--- src/hdl/wrs_pkg.sv ---
// Shared types, codes and defaults for the weighted random selector.
package wrs_pkg;

    localparam int CAPACITY_DEF    = 64;
    localparam int WEIGHT_BITS_DEF = 32;

    localparam logic [2:0] ACT_INSERT     = 3'd0;
    localparam logic [2:0] ACT_DELETE     = 3'd1;
    localparam logic [2:0] ACT_SET_WEIGHT = 3'd2;
    localparam logic [2:0] ACT_CLEAR      = 3'd3;
    localparam logic [2:0] ACT_SAMPLE     = 3'd4;

    localparam logic [1:0] ST_OK      = 2'd0;
    localparam logic [1:0] ST_NONE    = 2'd1;
    localparam logic [1:0] ST_FULL    = 2'd2;
    localparam logic [1:0] ST_MISSING = 2'd3;

    typedef struct packed {
        logic [2:0]  action;
        logic [15:0] entry_id;
        logic [31:0] weight;
        logic [63:0] random_word;
    } request_t;

    typedef struct packed {
        logic [15:0] selected_id;
        logic [1:0]  status;
    } response_t;

    typedef struct packed {
        logic id_we;
        logic weight_we;
        logic start_we;
    } table_we_t;

endpackage

--- src/hdl/wrs_mul.sv ---
// Iterative 64 x 64 multiplier built on one 32 x 32 unit; returns the high 64 bits.
module wrs_mul (
    input  logic        clk,
    input  logic        rst_n,
    input  logic        go,
    input  logic [63:0] a,
    input  logic [63:0] b,
    output logic        done,
    output logic [63:0] hi
);
    import wrs_pkg::*;

    logic [63:0]  a_reg;
    logic [63:0]  b_reg;
    logic [2:0]   step_reg;
    logic         run_reg;
    logic         done_reg;
    logic [63:0]  prod_reg;
    logic [127:0] acc_reg;
    logic [31:0]  a_half;
    logic [31:0]  b_half;
    logic [127:0] addend;

    // step[1] picks the half of a, step[2] the half of b; even steps multiply,
    // odd steps add the product in at its weight
    assign a_half = step_reg[1] ? a_reg[63:32] : a_reg[31:0];
    assign b_half = step_reg[2] ? b_reg[63:32] : b_reg[31:0];

    always_comb
    begin
        case (step_reg[2:1])
            2'b00:   addend = {64'd0, prod_reg};
            2'b11:   addend = {prod_reg, 64'd0};
            default: addend = {32'd0, prod_reg, 32'd0};
        endcase
    end

    always_ff @(posedge clk or negedge rst_n)
    begin
        if (!rst_n)
        begin
            run_reg  <= 1'b0;
            done_reg <= 1'b0;
            step_reg <= 3'd0;
        end
        else
        begin
            done_reg <= 1'b0;
            if (go)
            begin
                run_reg  <= 1'b1;
                step_reg <= 3'd0;
            end
            else if (run_reg)
            begin
                step_reg <= step_reg + 3'd1;
                if (step_reg == 3'd7)
                begin
                    run_reg  <= 1'b0;
                    done_reg <= 1'b1;
                end
            end
        end
    end

    always_ff @(posedge clk)
    begin
        if (go)
        begin
            a_reg   <= a;
            b_reg   <= b;
            acc_reg <= '0;
        end
        else if (run_reg)
        begin
            if (!step_reg[0])
            begin
                prod_reg <= a_half * b_half;
            end
            else
            begin
                acc_reg <= acc_reg + addend;
            end
        end
    end

    assign done = done_reg;
    assign hi   = acc_reg[127:64];

endmodule

--- config.mk ---
export PLATFORM = sky130hd
export DESIGN_NAME = wrs_mul
export DESIGN_NICKNAME = d
export VERILOG_FILES = /design/src/hdl/wrs_pkg.sv /design/src/hdl/wrs_mul.sv
export SDC_FILE = /design/constraint.sdc
export NUM_CORES = 2
export LEC_CHECK = 0
export ABC_AREA = 1
export BUFFER_PORTS_ARGS = -buffer_cell sky130_fd_sc_hd__buf_2
export CAP_MARGIN = 15
export CORE_UTILIZATION = 65
export CTS_CLUSTER_DIAMETER = 100
export DETAILED_ROUTE_END_ITERATION = 12
export PLACE_DENSITY = 0.82
export SYNTH_ARGS = -nofsm -noshare
export SYNTH_HDL_FRONTEND = slang
export SYNTH_SLANG_ARGS = --single-unit
--- constraint.sdc ---
create_clock -name clk -period 9.2 [get_ports clk]
set_input_delay 0.92 -clock clk [delete_from_list [all_inputs] [get_ports clk]]
set_output_delay 0.92 -clock clk [all_outputs]
set_load 0.02 [all_outputs]
==> results.ini <==
[placed_design]
post-dp-hpwl_um = 191100
gp_congestion = 1.126
port_buf_inserts = 195
dpl-instance-area_um2 = 62550

[cts]
postCtsHoldBufs = 0
ctsRootBufferMaster = clkbuf_16
clk_latency_ns = 0.65
clkTransAtPathRegs_ns = 0.06
cts_inserted_buffers = 41
cts_tree = yes
clock_sink_count = 325
cts-root-to-sink-buffers = 3
cts_resized = 0
htree_levels = 2
postCtsSetupBuffers = 0

[routing]
firstDrtPassIters = 9
initialDrtViolationCount = 7462
finalWirelength_um = 238800
post_drt_wl_per_cell_um = 24.17
drt_drc_violations_left = 0
dr_total_vias = 57690
drtAntennaViolNets = 0
avgViaCountPerCell = 5.839

[run_status]
result_of_the_run = finished, final reports clean

[worst_setup_path]
crit_path_end_kind = flip-flop
critical_path.startpoint_type = flip-flop
path_max_fanout = 32
critPathArrivalTime_ns = 9.02
setup.worst_path.class = reg -> reg
critPathRequiredTime_ns = 9.58

[floorplan]
fp.dieArea_um2 = 93970
fp-row-count = 111
floorplan.die.height_um = 306.6
floorplan.io_pins = 196
starting_density_of_the_core = 0.6567
floorplan.core_area_um2 = 91800
die_w_um = 306.6

[grt]
antenna_violations_before_repair = 10
grt_pass1_vias = 58780
grt_first_pass_wirelength_um = 352600
grt.total_usage = 0.5153
largest_net_degree_at_the_start_of_global_routing = 124
grt_overflow = 0

[cells_and_area]
multiInputGateArea_um2 = 42390
postLayoutCellArea_um2 = 63970
layout-drive-gt1-share = 0.08375
n_fill_cell = 7774
regArea_um2 = 8456
layout.cells.most_common_list = nand2_1 (2141), inv_1 (2075), nor2_1 (1237)
final_common_cell = nand2_1
nets = 10020
largest_register_ff_count = 128
syn_to_final_growth_pct = 6.112

[sta]
finalCriticalPeriod_ns = 8.641
rsz0062_at_grt = no
timing.clock.skew_ns = 0.04624
report.final.hold_viol_count = 0
slew-limit-headroom = 0.1969
setup_tns_ns = 0
report.final.slew_viol_count = 0
fmaxAchievable_ghz = 0.1157
final.period_utilization = 0.9393
tightestPinTransition_ns = 1.205
finalSetupViolCount = 0

[yosys]
synth.yosys.warnings = 0
ys_types = 47
synth.ff_latch_count = 325
postSynthAreaPerCell_um2 = 7.074
synth_sequential_area_ratio = 0.1402
synthesis.instances = 8523
netlist_area_um2 = 60290
synthesis.nets = 9945

[flow_run]
cap_viol_max_count = 0

[min_path]
worst_hold_check_path_type = in -> async

==> worst max-delay path, stage by stage, from the launching register on <==
cell,delay [ns]
dfrtp_2,0.43
buf_4,0.30
o21ai_2,0.90
buf_4,0.42
nor2_1,0.10
fa_1,0.41
fa_1,0.46
fa_1,0.54
inv_1,0.05
fa_1,0.51
inv_1,0.08
fa_1,0.53
inv_1,0.07
fa_1,0.54
inv_1,0.05
fa_1,0.50
fa_1,0.50
ha_1,0.41
a21oi_1,0.28
o21ai_0,0.18
a21oi_1,0.19
nand3_1,0.21
nand3_1,0.12
nand3_1,0.23
nand3_1,0.18
nand2_1,0.07
nand2_1,0.07
nand2_1,0.07
==> cell type report <==
class	count	area share
Antenna cell	4	0.0001565
Clock buffer	54	0.01760
Clock inverter	20	0.004537
Inverter	2164	0.1270
Multi-Input combinational cell	5744	0.6626
Sequential cell	325	0.1322
Tap cell	1243	0.02431
Timing Repair Buffer	326	0.03157
==> cell usage after synthesis, drive strengths merged <==
master | n | area, µm²
a21boi | 3 | 26.27
a21o | 16 | 120.1
a21oi | 162 | 822.0
a31oi | 24 | 150.1
and2 | 2 | 15.02
buf | 171 | 1002
clkbuf | 119 | 446.7
clkinv | 11 | 41.29
dfrtp | 5 | 125.1
dfxtp | 128 | 2562
edfxtp | 192 | 5766
fa | 897 | 17960
ha | 394 | 4930
inv | 2153 | 8082
nand2 | 2183 | 8294
nand3 | 199 | 1056
nand3b | 2 | 15.01
nand4 | 27 | 168.9
nor2 | 1296 | 5095
nor3 | 51 | 359.1
nor4 | 5 | 31.28
o2111ai | 4 | 35.03
o211ai | 12 | 90.09
o21a | 4 | 30.03
o21ai | 199 | 1101
o21bai | 20 | 153.9
o22ai | 64 | 400.4
o311ai | 1 | 8.760
or2 | 65 | 406.6
xnor2 | 20 | 175.2
xor2 | 94 | 823.3
==> kinds of logic (layout without fill, tap and decap cells) <==
group	Yosys count	after routing	share of synthesized area
AO/OA/AOI/OAI	509	509	0.04873
AND/OR/NAND/NOR	3830	3830	0.2561
XOR/XNOR	114	114	0.01656
buffers and inverters	2454	2564	0.1588
adder cells (fa/ha/maj)	1291	1291	0.3796
other	0	4	0
flip-flops	325	325	0.1402
==> final timing paths <==
kind / slack, ns / depth (start not counted) / to / startpoint
setup / recovery: 0.56 / 27 / prod_reg[61]$_DFFE_PP_ / step_reg[1]$_DFFE_PN0P_
hold / removal: 0.14 / 1 / done$_DFF_PN0_ / rst_n
setup reg to reg: 0.56 / 27 / prod_reg[61]$_DFFE_PP_ / step_reg[1]$_DFFE_PN0P_
hold reg to reg: 0.51 / 2 / acc_reg[0]$_SDFFE_PP0P_ / acc_reg[0]$_SDFFE_PP0P_
max in group asynchronous: 8.89 / 1 / step_reg[1]$_DFFE_PN0P_ / rst_n
min in group clk: 0.47 / 1 / b_reg[53]$_DFFE_PP_ / b[53]
==> per-stage QoR <==
stage	hold slack, ns	setup WS [ns]	utilization	std cells
after global placement	0.4717	0.9625	0.6813	9802
after floorplan	0.4618	1.918	-	8523
final	0.1355	0.5586	0.6969	9880
after CTS	0.1332	0.7771	0.6968	9876
after global routing	0.1499	0.2327	0.6968	9876
after detailed placement	0.4940	0.7822	0.6813	9802
==> per-layer routing <==
layer / GRT usage / routed length [µm] / up-vias
met5: 0.009302 / 226 / -
li1: - / - / 25000
met1: 0.5605 / 75380 / 26680
met4: 0.4872 / 29310 / 10
met2: 0.7874 / 101900 / 4360
met3: 0.1762 / 32000 / 1644
Power is not shown: default switching activity piles up to over one toggle a cycle in this logic, so the estimate is an artifact.
